$ cat src/rtl/dpp_pkg.sv
`timescale 1ns / 1ps
`default_nettype none
package dpp_pkg;

   typedef enum logic [3:0] {
      PH_ETH      = 4'd0,
      PH_IP       = 4'd1,
      PH_UDP      = 4'd2,
      PH_BOOTP    = 4'd3,
      PH_OPT_CODE = 4'd4,
      PH_OPT_LEN  = 4'd5,
      PH_OPT_DATA = 4'd6,
      PH_DONE     = 4'd7,
      PH_REJECT   = 4'd8
   } phase_type;

   localparam logic [4:0] K_XID      = 5'd0;
   localparam logic [4:0] K_BCAST    = 5'd1;
   localparam logic [4:0] K_CIADDR   = 5'd2;
   localparam logic [4:0] K_IPSRC    = 5'd6;
   localparam logic [4:0] K_IPDST    = 5'd7;
   localparam logic [4:0] K_MAC      = 5'd8;
   localparam logic [4:0] K_MASK     = 5'd9;
   localparam logic [4:0] K_ROUTER   = 5'd10;
   localparam logic [4:0] K_DNS      = 5'd11;
   localparam logic [4:0] K_BCADDR   = 5'd12;
   localparam logic [4:0] K_REQIP    = 5'd13;
   localparam logic [4:0] K_LEASE    = 5'd14;
   localparam logic [4:0] K_SERVERID = 5'd15;
   localparam logic [4:0] K_MSGTYPE  = 5'd16;
   localparam logic [4:0] K_OPTBYTE  = 5'd17;
   localparam logic [4:0] K_STATUS   = 5'd18;

   localparam logic [3:0] ST_OK        = 4'd0;
   localparam logic [3:0] ST_NOT_IPV4  = 4'd1;
   localparam logic [3:0] ST_NOT_UDP   = 4'd2;
   localparam logic [3:0] ST_BAD_PORT  = 4'd3;
   localparam logic [3:0] ST_BAD_HLEN  = 4'd4;
   localparam logic [3:0] ST_BAD_COOK  = 4'd5;
   localparam logic [3:0] ST_BAD_OLEN  = 4'd6;
   localparam logic [3:0] ST_NO_TYPE   = 4'd7;
   localparam logic [3:0] ST_UNK_TYPE  = 4'd8;
   localparam logic [3:0] ST_TRUNC     = 4'd9;

   localparam logic [1:0] MODE_ETH = 2'd0;
   localparam logic [1:0] MODE_IP  = 2'd1;

   typedef struct packed {
      logic [4:0]  kind;
      logic [31:0] value;
      logic [7:0]  code;
      logic [7:0]  index;
      logic [3:0]  status;
      logic        eop;
   } rec_type;

   // One classified input word: up to two records.
   typedef struct packed {
      logic    v0;
      rec_type r0;
      logic    v1;
      rec_type r1;
   } entry_type;

   localparam int QDEPTH = 4;
   localparam int QAW = 2;

endpackage
`default_nettype wire

$ cat src/rtl/dhcp_packet_parser.sv
// Channel | Direction | Ports
// req     | in        | req_valid, req_ready, req_data_byte, req_last_byte
// rsp     | out       | rsp_valid, rsp_ready, rsp_record_kind .. rsp_end_of_packet
// csr     | in        | csr_we, csr_wdata (encap_mode)
// One byte word is accepted per cycle while the four-entry queue has room.
// The front classifies a byte in the cycle it is accepted; records leave one
// per cycle from the queue head while rsp_ready is high, the status record last.
// Reset is synchronous and active high. A stalled rsp side fills the queue and
// then drops req_ready.
`timescale 1ns / 1ps
`default_nettype none
module dhcp_packet_parser (
   input  wire logic        clock,
   input  wire logic        reset,
   input  wire logic        csr_we,
   input  wire logic [1:0]  csr_wdata,
   input  wire logic        req_valid,
   output logic             req_ready,
   input  wire logic [7:0]  req_data_byte,
   input  wire logic        req_last_byte,
   output logic             rsp_valid,
   input  wire logic        rsp_ready,
   output logic [4:0]       rsp_record_kind,
   output logic [31:0]      rsp_record_value,
   output logic [7:0]       rsp_option_code,
   output logic [7:0]       rsp_byte_index,
   output logic [3:0]       rsp_packet_status,
   output logic             rsp_end_of_packet
);

   dpp_pkg::entry_type ent, qd;
   dpp_pkg::rec_type   rec;
   logic full, empty, pop, acc;

   assign req_ready = !full;
   assign acc = req_valid && !full;

   dpp_front u_front (
      .clock, .reset, .csr_we, .csr_wdata,
      .in_valid(acc), .in_byte(req_data_byte), .in_last(req_last_byte), .ent
   );

   dpp_queue u_queue (
      .clock, .reset, .wr_en(acc && (ent.v0 || ent.v1)), .wr_data(ent),
      .full, .empty, .rd_en(pop), .rd_data(qd)
   );

   dpp_back u_back (
      .clock, .reset, .q_empty(empty), .q_data(qd), .q_pop(pop),
      .out_valid(rsp_valid), .out_rec(rec), .out_ready(rsp_ready)
   );

   assign rsp_record_kind   = rec.kind;
   assign rsp_record_value  = rec.value;
   assign rsp_option_code   = rec.code;
   assign rsp_byte_index    = rec.index;
   assign rsp_packet_status = rec.status;
   assign rsp_end_of_packet = rec.eop;

endmodule
`default_nettype wire

$ cat src/rtl/dpp_front.sv
`timescale 1ns / 1ps
`default_nettype none
module dpp_front (
   input  wire logic               clock,
   input  wire logic               reset,
   input  wire logic               csr_we,
   input  wire logic [1:0]         csr_wdata,
   input  wire logic               in_valid,
   input  wire logic [7:0]         in_byte,
   input  wire logic               in_last,
   output dpp_pkg::entry_type      ent
);

   logic [1:0]          mode_ff;
   dpp_pkg::phase_type  phase_ff, phase_in;
   logic [8:0]          off_ff, off_in;
   logic [7:0]          opt_ff, opt_in;
   logic [7:0]          olen_ff, olen_in;
   logic [7:0]          orem_ff, orem_in;
   logic [31:0]         acc_ff, acc_in;
   logic [7:0]          hlen_ff, hlen_in;
   logic [7:0]          mtype_ff, mtype_in;
   logic [3:0]          err_ff, err_in;
   logic                open_ff;
   logic [7:0]          idx, orem_dec;
   logic [31:0]         shifted;
   logic [4:0]          fkind;
   logic                len_ok, byte_opt;
   logic [3:0]          st;
   dpp_pkg::rec_type    rec;

   function automatic dpp_pkg::phase_type start_of(input logic [1:0] m);
      if (m == dpp_pkg::MODE_ETH) return dpp_pkg::PH_ETH;
      else if (m == dpp_pkg::MODE_IP) return dpp_pkg::PH_IP;
      else return dpp_pkg::PH_BOOTP;
   endfunction

   assign shifted  = {acc_ff[23:0], in_byte};
   assign idx      = olen_ff - orem_ff;
   assign orem_dec = orem_ff - 8'd1;

   always_comb begin
      case (opt_ff)
         8'd1:    fkind = dpp_pkg::K_MASK;
         8'd3:    fkind = dpp_pkg::K_ROUTER;
         8'd28:   fkind = dpp_pkg::K_BCADDR;
         8'd50:   fkind = dpp_pkg::K_REQIP;
         8'd51:   fkind = dpp_pkg::K_LEASE;
         8'd54:   fkind = dpp_pkg::K_SERVERID;
         default: fkind = dpp_pkg::K_XID;
      endcase
      case (opt_ff)
         8'd1, 8'd3, 8'd28, 8'd50, 8'd51, 8'd54: len_ok = (in_byte == 8'd4);
         8'd53:   len_ok = (in_byte == 8'd1);
         8'd6:    len_ok = (in_byte[1:0] == 2'd0);
         default: len_ok = 1'b1;
      endcase
      byte_opt = (opt_ff == 8'd12) || (opt_ff == 8'd15) || (opt_ff == 8'd55) ||
                 (opt_ff == 8'd56) || (opt_ff == 8'd60) || (opt_ff == 8'd61);
   end

   always_comb begin
      phase_in = phase_ff; off_in = off_ff; opt_in = opt_ff; olen_in = olen_ff;
      orem_in = orem_ff; acc_in = acc_ff; hlen_in = hlen_ff; mtype_in = mtype_ff;
      err_in = err_ff;
      rec = '0;
      ent = '0;
      st = dpp_pkg::ST_OK;
      if (in_valid) begin
         unique case (phase_ff)
            dpp_pkg::PH_ETH: begin
               acc_in = shifted;
               off_in = off_ff + 9'd1;
               if (off_ff == 9'd13) begin
                  off_in = '0;
                  if (shifted[15:0] != 16'h0800) begin
                     err_in = dpp_pkg::ST_NOT_IPV4; phase_in = dpp_pkg::PH_REJECT;
                  end else phase_in = dpp_pkg::PH_IP;
               end
            end
            dpp_pkg::PH_IP: begin
               acc_in = shifted;
               if (off_ff == 9'd9) opt_in = in_byte;
               off_in = off_ff + 9'd1;
               if (off_ff == 9'd15) begin
                  ent.v0 = 1'b1; rec.kind = dpp_pkg::K_IPSRC; rec.value = shifted;
               end
               if (off_ff == 9'd19) begin
                  ent.v0 = 1'b1; rec.kind = dpp_pkg::K_IPDST; rec.value = shifted;
                  off_in = '0;
                  if (opt_ff != 8'h11) begin
                     err_in = dpp_pkg::ST_NOT_UDP; phase_in = dpp_pkg::PH_REJECT;
                  end else phase_in = dpp_pkg::PH_UDP;
                  opt_in = '0;
               end
            end
            dpp_pkg::PH_UDP: begin
               if (off_ff < 9'd2) acc_in = shifted;
               off_in = off_ff + 9'd1;
               if (off_ff == 9'd7) begin
                  off_in = '0;
                  if (acc_ff[15:0] != 16'd67 && acc_ff[15:0] != 16'd68) begin
                     err_in = dpp_pkg::ST_BAD_PORT; phase_in = dpp_pkg::PH_REJECT;
                  end else phase_in = dpp_pkg::PH_BOOTP;
               end
            end
            dpp_pkg::PH_BOOTP: begin
               acc_in = shifted;
               off_in = off_ff + 9'd1;
               if (off_ff == 9'd2) begin
                  hlen_in = in_byte;
                  if (in_byte > 8'd16) begin
                     err_in = dpp_pkg::ST_BAD_HLEN; phase_in = dpp_pkg::PH_REJECT;
                  end
               end else if (off_ff == 9'd7) begin
                  ent.v0 = 1'b1; rec.kind = dpp_pkg::K_XID; rec.value = shifted;
               end else if (off_ff == 9'd11) begin
                  ent.v0 = 1'b1; rec.kind = dpp_pkg::K_BCAST;
                  rec.value = {31'd0, shifted[15]};
               end else if (off_ff == 9'd15 || off_ff == 9'd19 || off_ff == 9'd23 ||
                            off_ff == 9'd27) begin
                  ent.v0 = 1'b1; rec.value = shifted;
                  rec.kind = dpp_pkg::K_CIADDR + {1'b0, off_ff[4:2]} - 5'd3;
               end else if (off_ff >= 9'd28 && off_ff < 9'd28 + {1'b0, hlen_ff}) begin
                  ent.v0 = 1'b1; rec.kind = dpp_pkg::K_MAC; rec.value = {24'd0, in_byte};
                  rec.index = 8'(off_ff - 9'd28);
               end else if (off_ff == 9'd239) begin
                  off_in = '0;
                  if (shifted != 32'h63825363) begin
                     err_in = dpp_pkg::ST_BAD_COOK; phase_in = dpp_pkg::PH_REJECT;
                  end else phase_in = dpp_pkg::PH_OPT_CODE;
               end
            end
            dpp_pkg::PH_OPT_CODE: begin
               if (in_byte == 8'hFF) phase_in = dpp_pkg::PH_DONE;
               else if (in_byte != 8'd0) begin
                  opt_in = in_byte; phase_in = dpp_pkg::PH_OPT_LEN;
               end
            end
            dpp_pkg::PH_OPT_LEN: begin
               olen_in = in_byte; orem_in = in_byte; acc_in = '0;
               if (!len_ok) begin
                  err_in = dpp_pkg::ST_BAD_OLEN; phase_in = dpp_pkg::PH_REJECT;
               end else if (in_byte == 8'd0) phase_in = dpp_pkg::PH_OPT_CODE;
               else phase_in = dpp_pkg::PH_OPT_DATA;
            end
            dpp_pkg::PH_OPT_DATA: begin
               acc_in = shifted;
               orem_in = orem_dec;
               if (opt_ff == 8'd53) begin
                  mtype_in = in_byte;
                  ent.v0 = 1'b1; rec.kind = dpp_pkg::K_MSGTYPE; rec.value = {24'd0, in_byte};
               end else if (opt_ff == 8'd6) begin
                  if (idx[1:0] == 2'd3) begin
                     ent.v0 = 1'b1; rec.kind = dpp_pkg::K_DNS; rec.value = shifted;
                  end
               end else if (fkind != dpp_pkg::K_XID) begin
                  if (orem_dec == 8'd0) begin
                     ent.v0 = 1'b1; rec.kind = fkind; rec.value = shifted;
                  end
               end else if (byte_opt) begin
                  ent.v0 = 1'b1; rec.kind = dpp_pkg::K_OPTBYTE;
                  rec.value = {24'd0, in_byte}; rec.code = opt_ff; rec.index = idx;
               end
               if (orem_dec == 8'd0) phase_in = dpp_pkg::PH_OPT_CODE;
            end
            default: ;
         endcase
         ent.r0 = rec;
         if (in_last) begin
            if (phase_in == dpp_pkg::PH_REJECT) st = err_in;
            else if (phase_in == dpp_pkg::PH_OPT_CODE || phase_in == dpp_pkg::PH_DONE) begin
               if (mtype_in == 8'hFF) st = dpp_pkg::ST_NO_TYPE;
               else if ((mtype_in >= 8'd1 && mtype_in <= 8'd6) || mtype_in == 8'd8)
                  st = dpp_pkg::ST_OK;
               else st = dpp_pkg::ST_UNK_TYPE;
            end else st = dpp_pkg::ST_TRUNC;
            ent.v1 = 1'b1;
            ent.r1.kind = dpp_pkg::K_STATUS;
            ent.r1.value = {28'd0, st};
            ent.r1.code = '0;
            ent.r1.index = '0;
            ent.r1.status = st;
            ent.r1.eop = 1'b1;
         end
      end
   end

   always_ff @(posedge clock) begin
      if (reset) begin
         mode_ff <= '0; phase_ff <= dpp_pkg::PH_ETH; off_ff <= '0; opt_ff <= '0;
         olen_ff <= '0; orem_ff <= '0; acc_ff <= '0; hlen_ff <= '0;
         mtype_ff <= 8'hFF; err_ff <= '0; open_ff <= 1'b0;
      end else begin
         if (csr_we) mode_ff <= csr_wdata;
         if (in_valid && in_last) begin
            phase_ff <= start_of(csr_we ? csr_wdata : mode_ff);
            off_ff <= '0; opt_ff <= '0; olen_ff <= '0; orem_ff <= '0; acc_ff <= '0;
            hlen_ff <= '0; mtype_ff <= 8'hFF; err_ff <= '0; open_ff <= 1'b0;
         end else if (in_valid) begin
            phase_ff <= phase_in; off_ff <= off_in; opt_ff <= opt_in;
            olen_ff <= olen_in; orem_ff <= orem_in; acc_ff <= acc_in;
            hlen_ff <= hlen_in; mtype_ff <= mtype_in; err_ff <= err_in;
            open_ff <= 1'b1;
         end else if (csr_we && !open_ff) begin
            phase_ff <= start_of(csr_wdata);
         end
      end
   end

endmodule
`default_nettype wire

$ cat src/rtl/dpp_queue.sv
`timescale 1ns / 1ps
`default_nettype none
module dpp_queue (
   input  wire logic               clock,
   input  wire logic               reset,
   input  wire logic               wr_en,
   input  dpp_pkg::entry_type      wr_data,
   output logic                    full,
   output logic                    empty,
   input  wire logic               rd_en,
   output dpp_pkg::entry_type      rd_data
);

   dpp_pkg::entry_type   mem_ff [dpp_pkg::QDEPTH];
   logic [dpp_pkg::QAW:0] wp_ff, rp_ff;

   assign empty   = (wp_ff == rp_ff);
   assign full    = (wp_ff[dpp_pkg::QAW] != rp_ff[dpp_pkg::QAW]) &&
                    (wp_ff[dpp_pkg::QAW-1:0] == rp_ff[dpp_pkg::QAW-1:0]);
   assign rd_data = mem_ff[rp_ff[dpp_pkg::QAW-1:0]];

   always_ff @(posedge clock) begin
      if (wr_en) mem_ff[wp_ff[dpp_pkg::QAW-1:0]] <= wr_data;
   end

   always_ff @(posedge clock) begin
      if (reset) begin
         wp_ff <= '0; rp_ff <= '0;
      end else begin
         if (wr_en) wp_ff <= wp_ff + 1'b1;
         if (rd_en) rp_ff <= rp_ff + 1'b1;
      end
   end

endmodule
`default_nettype wire

$ cat src/rtl/dpp_back.sv
`timescale 1ns / 1ps
`default_nettype none
module dpp_back (
   input  wire logic               clock,
   input  wire logic               reset,
   input  wire logic               q_empty,
   input  dpp_pkg::entry_type      q_data,
   output logic                    q_pop,
   output logic                    out_valid,
   output dpp_pkg::rec_type        out_rec,
   input  wire logic               out_ready
);

   // The second record of an entry is sent after the first one.
   logic            sel_ff, sel_in;
   logic            has0, has1, cur_v, done;

   assign has0  = !q_empty && q_data.v0;
   assign has1  = !q_empty && q_data.v1;
   assign cur_v = sel_ff ? has1 : has0;
   assign out_valid = cur_v;
   assign out_rec   = sel_ff ? q_data.r1 : q_data.r0;

   always_comb begin
      sel_in = sel_ff;
      done = 1'b0;
      if (!q_empty) begin
         if (!sel_ff) begin
            if (!has0 || out_ready) begin
               if (has1) sel_in = 1'b1;
               else done = 1'b1;
            end
         end else if (out_ready) begin
            sel_in = 1'b0; done = 1'b1;
         end
      end
   end
   assign q_pop = done;

   always_ff @(posedge clock) begin
      if (reset) sel_ff <= 1'b0;
      else sel_ff <= sel_in;
   end

endmodule
`default_nettype wire

$ cat config.mk
export PLATFORM = sky130hd
export DESIGN_NAME = dhcp_packet_parser
export DESIGN_NICKNAME = d
export VERILOG_FILES = /design/src/rtl/dpp_pkg.sv /design/src/rtl/dhcp_packet_parser.sv /design/src/rtl/dpp_front.sv /design/src/rtl/dpp_queue.sv /design/src/rtl/dpp_back.sv
export SDC_FILE = /design/constraint.sdc
export NUM_CORES = 1
export LEC_CHECK = 0
export BUFFER_PORTS_ARGS = -buffer_cell sky130_fd_sc_hd__buf_2
export CAP_MARGIN = 20
export CORE_ASPECT_RATIO = 1.4
export CORE_MARGIN = 2
export CORE_UTILIZATION = 30
export CTS_CLUSTER_SIZE = 25
export DETAILED_ROUTE_END_ITERATION = 16
export PLACE_DENSITY_LB_ADDON = 0.12
export REMOVE_ABC_BUFFERS = 1
export SETUP_SLACK_MARGIN = 0.1
export SLEW_MARGIN = 20
export SYNTH_ARGS = -nofsm -noshare
export SYNTH_HDL_FRONTEND = slang
export SYNTH_SLANG_ARGS = --single-unit
$ cat constraint.sdc
create_clock -name clock -period 6.5 [get_ports clock]
set_input_delay 0.65 -clock clock [delete_from_list [all_inputs] [get_ports clock]]
set_output_delay 0.65 -clock clock [all_outputs]
set_load 0.01 [all_outputs]
# After elaboration in Yosys (flattened, before gate mapping)
# Memories as Yosys holds them, arrays and structs flattened. A register that Yosys moved wholly into a read port is not among the register bits.
# Cells that the tools add are included.
[word_totals]
reg_bits = 91
latch_bits = 0
ramBits = 472
romBits = 0
in_bits = 16
output_inout_bits = 60
memories = 1
[mem_list]
columns = ["name", "depth", "word_bits", "rd", "rd_ports_with_merged_regs", "write_ports", "line_no", "rtl"]
rows = [
  ["u_queue.mem_ff", 4, 118, 1, 1, 1, "dpp_queue.sv:14", "dpp_pkg::entry_type mem_ff [dpp_pkg::QDEPTH];"],
]
[classes]
addsub = 9
multipliers = 0
div_mod_pow = 0
magnitude_cmp = 6
n_eq_ne = 53
shifts = 0
mux = 127
bitwise = 0
reduce_logical = 48
[ops]
columns = ["operator", "n"]
rows = [
  ["$mux W37", 7],
  ["$mux W4", 43],
  ["$mux W118", 1],
  ["$pmux W37 S3", 1],
  ["$mux W36", 3],
  ["$mux W8", 13],
  ["$mux W9", 9],
  ["$pmux W24 S3", 1],
  ["$mux W35", 2],
  ["$eq A8 B6 Y1 const B", 8],
  ["$mux W59", 1],
  ["$mux W58", 1],
  ["$mux W53", 1],
  ["$mux W16", 3],
  ["$pmux W8 S2", 3],
  ["$eq A9 B4 Y1 const B", 4],
  ["$pmux W9 S4", 1],
  ["$ne A16 B7 Y1 const B", 2],
  ["$ne A32 B31 Y1 const B", 1],
  ["$pmux W4 S7", 1],
  ["$eq A9 B5 Y1 const B", 3],
  ["$mux W1", 25],
  ["$eq A8 B4 Y1 const B", 3],
  ["$mux W24", 1],
  ["57 further kinds", 105],
]

# Longest topological paths before layout
[depth]
ltp_word = 20
mapped_depth = 14
mapped_depth_nobuf = 14

# Cells and area by module
# From an unflattened synthesis, not the netlist that was laid out.
[hier_totals]
cells_unflattened = 1638
hier_area_um2 = 24955.2
[by_module_without_submodules]
columns = ["module", "instances", "cells_each", "area_each_um2"]
rows = [
  ["dpp_queue", 1, 656, 17377.9],
  ["dpp_front", 1, 904, 6477.5],
  ["dpp_back", 1, 75, 1074.8],
  ["dhcp_packet_parser", 1, 3, 25.0],
]

# Least setup slack after synthesis
# Ideal clock, no wire load.
[synth_path]
path_type = "reg-to-reg"
start = "register u_front.opt_ff[7]"
end = "memory u_queue.mem_ff[0][100] in the netlist's numbering, enable pin"
arrival_ps = 5092
slack_ps = 924
stages_incl_launch_ff = 9
path_buffers = 0
synth_period_minus_slack_ps = 5576
cell_sequence = "dfxtp_1 -> or4_4 -> or4b_1 -> a2111oi_2 -> nor2b_1 -> a32o_2 -> a21oi_4 -> nor2_1 -> nor2b_1"
[synth_rtl]
columns = ["item", "line_no", "rtl"]
rows = [
  ["from (decl)", "dpp_front.sv:17", "logic [7:0] opt_ff, opt_in;"],
  ["from (signal assigned)", "dpp_front.sv:201", "phase_ff <= phase_in; off_ff <= off_in; opt_ff <= opt_in;"],
  ["to (decl)", "dpp_queue.sv:14", ""],
]

==> flow_summary.json <==
{
  "outcome": "finished clean",
  "port_buffers": 75,
  "ant_nets": 0,
  "antenna_cells": 0,
  "fmax_mhz": 232,
  "utilization": 0.347,
  "die-area_um2": 53800,
  "netlist_area_um2": 15600,
  "cts_max_level": 2,
  "ys_seq_elements": 329,
  "vias": 10399,
  "synthAdderAreaFrac": 0.0278,
  "stdcell_count": 2021,
  "worstPathArrival_ns": 4.48,
  "pwr_density_cell_nw_per_um2": 271,
  "first_pass_iters": 5,
  "drive_above_1_share": 0.164,
  "ir_worst_vdd_v": 0.000144,
  "dp_hpwl_um": 29400,
  "totalWireLength_um": 43100,
  "gp_congestion": 0.879,
  "worstHoldPathType": "in -> reg",
  "clk_path_buf_depth": 3,
  "grt_max_degree": 61,
  "synth_compound_area_frac": 0.0965,
  "cts_buffers": 36,
  "power_leakage_nw": 6.09,
  "slew_violations": 0,
  "grt_overflow": 0,
  "track_usage": 0.163,
  "crit_type": "reg -> reg",
  "fin_hold_ws_ns": 0.357,
  "hold_violations": 0,
  "clk_latency_ns": 0.53,
  "io_pins": 76,
  "yosys_most_used_dff": "edfxtp_1",
  "hp-start": "rsp_ready",
  "min_to": "u_back.sel_ff$_SDFFE_PP0N_",
  "finalSetupViolCount": 0,
  "required_ns": 6.67,
  "placed_cells": 1956,
  "relSlewSlack": 0.267,
  "yosys.area_share.simple": 0.163,
  "finalCritPeriodShare": 0.663,
  "rsz0062_at_grt": "false",
  "cap_violations": 0,
  "ff2ff_path_depth": 15,
  "ys_warn_count": 0,
  "cts_tree": "built",
  "drcViolationCount": 0,
  "critPathCaptureType": "flip-flop",
  "post_cts_buffers": 0,
  "r2r_end": "u_queue.mem_ff[0][110]$_DFFE_PP_",
  "synthXorXnorAreaFrac": 0.0135,
  "cts_root_buf": "clkbuf_16",
  "syn_inst": 1286,
  "r2r_start": "u_front.hlen_ff[2]$_SDFFE_PP0P_",
  "hold_buffers": 0,
  "initial_core_util": 0.305,
  "cp-start-kind": "flip-flop",
  "avgSynthCellArea_um2": 12.1,
  "wl_per_cell_um": 21.3,
  "r2r_slack_ns": 2.19,
  "viasPerCell": 5.15,
  "drt_iter0_drc": 707,
  "syn_to_final_growth_pct": 13.9,
  "fp.dieH_um": 274,
  "clk_pin_slew_ns": 0.06,
  "grt_pass1_wl_um": 67200,
  "synthArstFlopShare": 0,
  "crit_fanout": 25,
  "synth_cell_types": 88,
  "grt_pass1_vias": 10713,
  "rows": 98,
  "antenna_found_initial": 0,
  "synth_edf_count": 236,
  "cts-resized-gates": 0,
  "layout.nets": 1394,
  "die_w_um": 197,
  "cts_sinks": 329,
  "tightest_slew_ns": 1.10,
  "synth_top_family_by_area": "simple AND/OR/NAND/NOR gates",
  "core_um2": 51100,
  "fin_crit_ns": 4.31,
  "finalClockSkew_ns": 0.0231,
  "hold_path_depth": 2,
  "synthMuxAreaShare": 0.0957,
  "seq_area_frac_synth": 0.575,
  "fin_setup_tns_ns": 0,
  "power_mw": 4.81
}
## worst max-delay path: stages (launching register included)
cell and delay (ns):
dfxtp_1 0.39, inv_1 0.06, ha_1 0.22, nand2b_1 0.09, nand2_1 0.07, xor2_1 0.15
ha_1 0.29, a211oi_1 0.22, nor2_1 0.09, or3_1 0.41, nor2_1 0.17, o31ai_1 0.18
a21oi_4 0.33, nor2_1 0.20, nor2b_4 0.56, buf_4 0.47
## cell families (layout without fill, tap and decap cells)
kind of cell | count (synthesis) | in the layout
fa+ha+maj | 34 | 34
buf+inv | 115 | 193
flops | 329 | 329
compound gates | 227 | 227
mux | 75 | 75
other cells | 1 | 8
simple gates | 481 | 481
xor+xnor | 24 | 24
## routing by layer
layer	track usage	share of wire	up-vias
li1	-	-	4949
met5	0	0	-
met3	0.0211	0.038	66
met1	0.202	0.42	5157
met2	0.289	0.51	227
met4	0.0629	0.034	0
## cells in the final DEF (no fill, tap or decap), types with 33 or more instances in the layout
| cell | n |
|---|---|
| edfxtp_1 | 236 |
| nand2_1 | 107 |
| dfxtp_1 | 91 |
| and2_1 | 87 |
| nor2_1 | 84 |
| a21oi_1 | 77 |
| buf_2 | 75 |
| nand3_1 | 62 |
| mux4_2 | 59 |
| inv_1 | 38 |
| clkbuf_16 | 37 |
| o21ai_0 | 35 |
| ha_1 | 33 |
## Yosys cell counts, types with 8 or more instances
library cell / count / area, um2
a22oi_1: 11 / 82.6
edfxtp_1: 236 / 7090
a211oi_1: 8 / 60.1
or4_1: 9 / 67.6
dfxtp_1: 93 / 1860
nand4_1: 10 / 62.6
xnor2_1: 13 / 114
o21ai_0: 35 / 175
nor2b_1: 14 / 87.6
nor2_1: 84 / 315
nor3_1: 31 / 155
clkbuf_1: 67 / 251
o22ai_1: 9 / 56.3
xor2_1: 11 / 96.3
mux4_2: 59 / 1330
and2_1: 87 / 544
and3_1: 14 / 87.6
a21o_1: 11 / 82.6
ha_1: 33 / 413
nor4_1: 9 / 56.3
mux2i_1: 15 / 150
o21ai_1: 8 / 40.0
nand2_1: 107 / 402
nand3_1: 62 / 310
a21oi_1: 78 / 390
inv_1: 38 / 143
## worst max-delay path by stage
| stage | startpoint | slack, ns | end |
|---|---|---|---|
| global placement | u_front.hlen_ff[2]$_SDFFE_PP0P_ | 2.17 | u_queue.mem_ff[0][71]$_DFFE_PP_ |
| finish | u_front.hlen_ff[2]$_SDFFE_PP0P_ | 2.19 | u_queue.mem_ff[0][110]$_DFFE_PP_ |
| global route | u_front.hlen_ff[2]$_SDFFE_PP0P_ | 1.74 | u_queue.mem_ff[0][84]$_DFFE_PP_ |
| CTS | u_front.hlen_ff[2]$_SDFFE_PP0P_ | 2.09 | u_queue.mem_ff[0][110]$_DFFE_PP_ |
| detailed placement | u_front.hlen_ff[2]$_SDFFE_PP0P_ | 2.11 | u_queue.mem_ff[0][71]$_DFFE_PP_ |
| floorplan | u_front.opt_ff[7]$_SDFFE_PP0P_ | 0.92 | u_queue.mem_ff[0][100]$_DFFE_PP_ |
## per-stage QoR
| step | area [um2] | setup WS (ns) |
|---|---|---|
| 4_1_cts | 17700 | 2.09 |
| 6_report | 17700 | 2.19 |
| 3_3_place_gp | 16600 | 2.17 |
| 3_5_place_dp | 16600 | 2.11 |
| 5_1_grt | 17700 | 1.74 |
| 2_1_floorplan | 15300 | 0.923 |
## sequential cells by signal, summed over array words and instances, names as in the netlist, 2 cells and up, named ones only
name,cells
u_front.acc_ff,24
u_front.hlen_ff,8
u_front.phase_ff,4
u_front.off_ff,9
u_front.olen_ff,8
u_front.err_ff,4
u_queue.rp_ff,3
u_front.orem_ff,8
u_queue.mem_ff,236
u_queue.wp_ff,3
u_front.mode_ff,2
u_front.mtype_ff,8
u_front.opt_ff,8
## power by group
group	internal, mW	switching, mW	total, mW	leakage, nW
sequential	2.26	0.0648	2.33	3.03
clock	1.10	0.820	1.92	0.529
combinational	0.272	0.289	0.561	2.52
total	3.63	1.17	4.81	6.09
## area by class of cell
| type | instances | area [um2] |
|---|---|---|
| clock buffer | 47 | 973 |
| inverter | 38 | 143 |
| multi-input combinational | 849 | 6250 |
| sequential | 329 | 8950 |
| fill | 5023 | 33400 |
| tap | 650 | 813 |
| timing repair buffer | 90 | 492 |
| clock inverter | 18 | 116 |
Note: power is estimated with default switching activity, not from simulation.
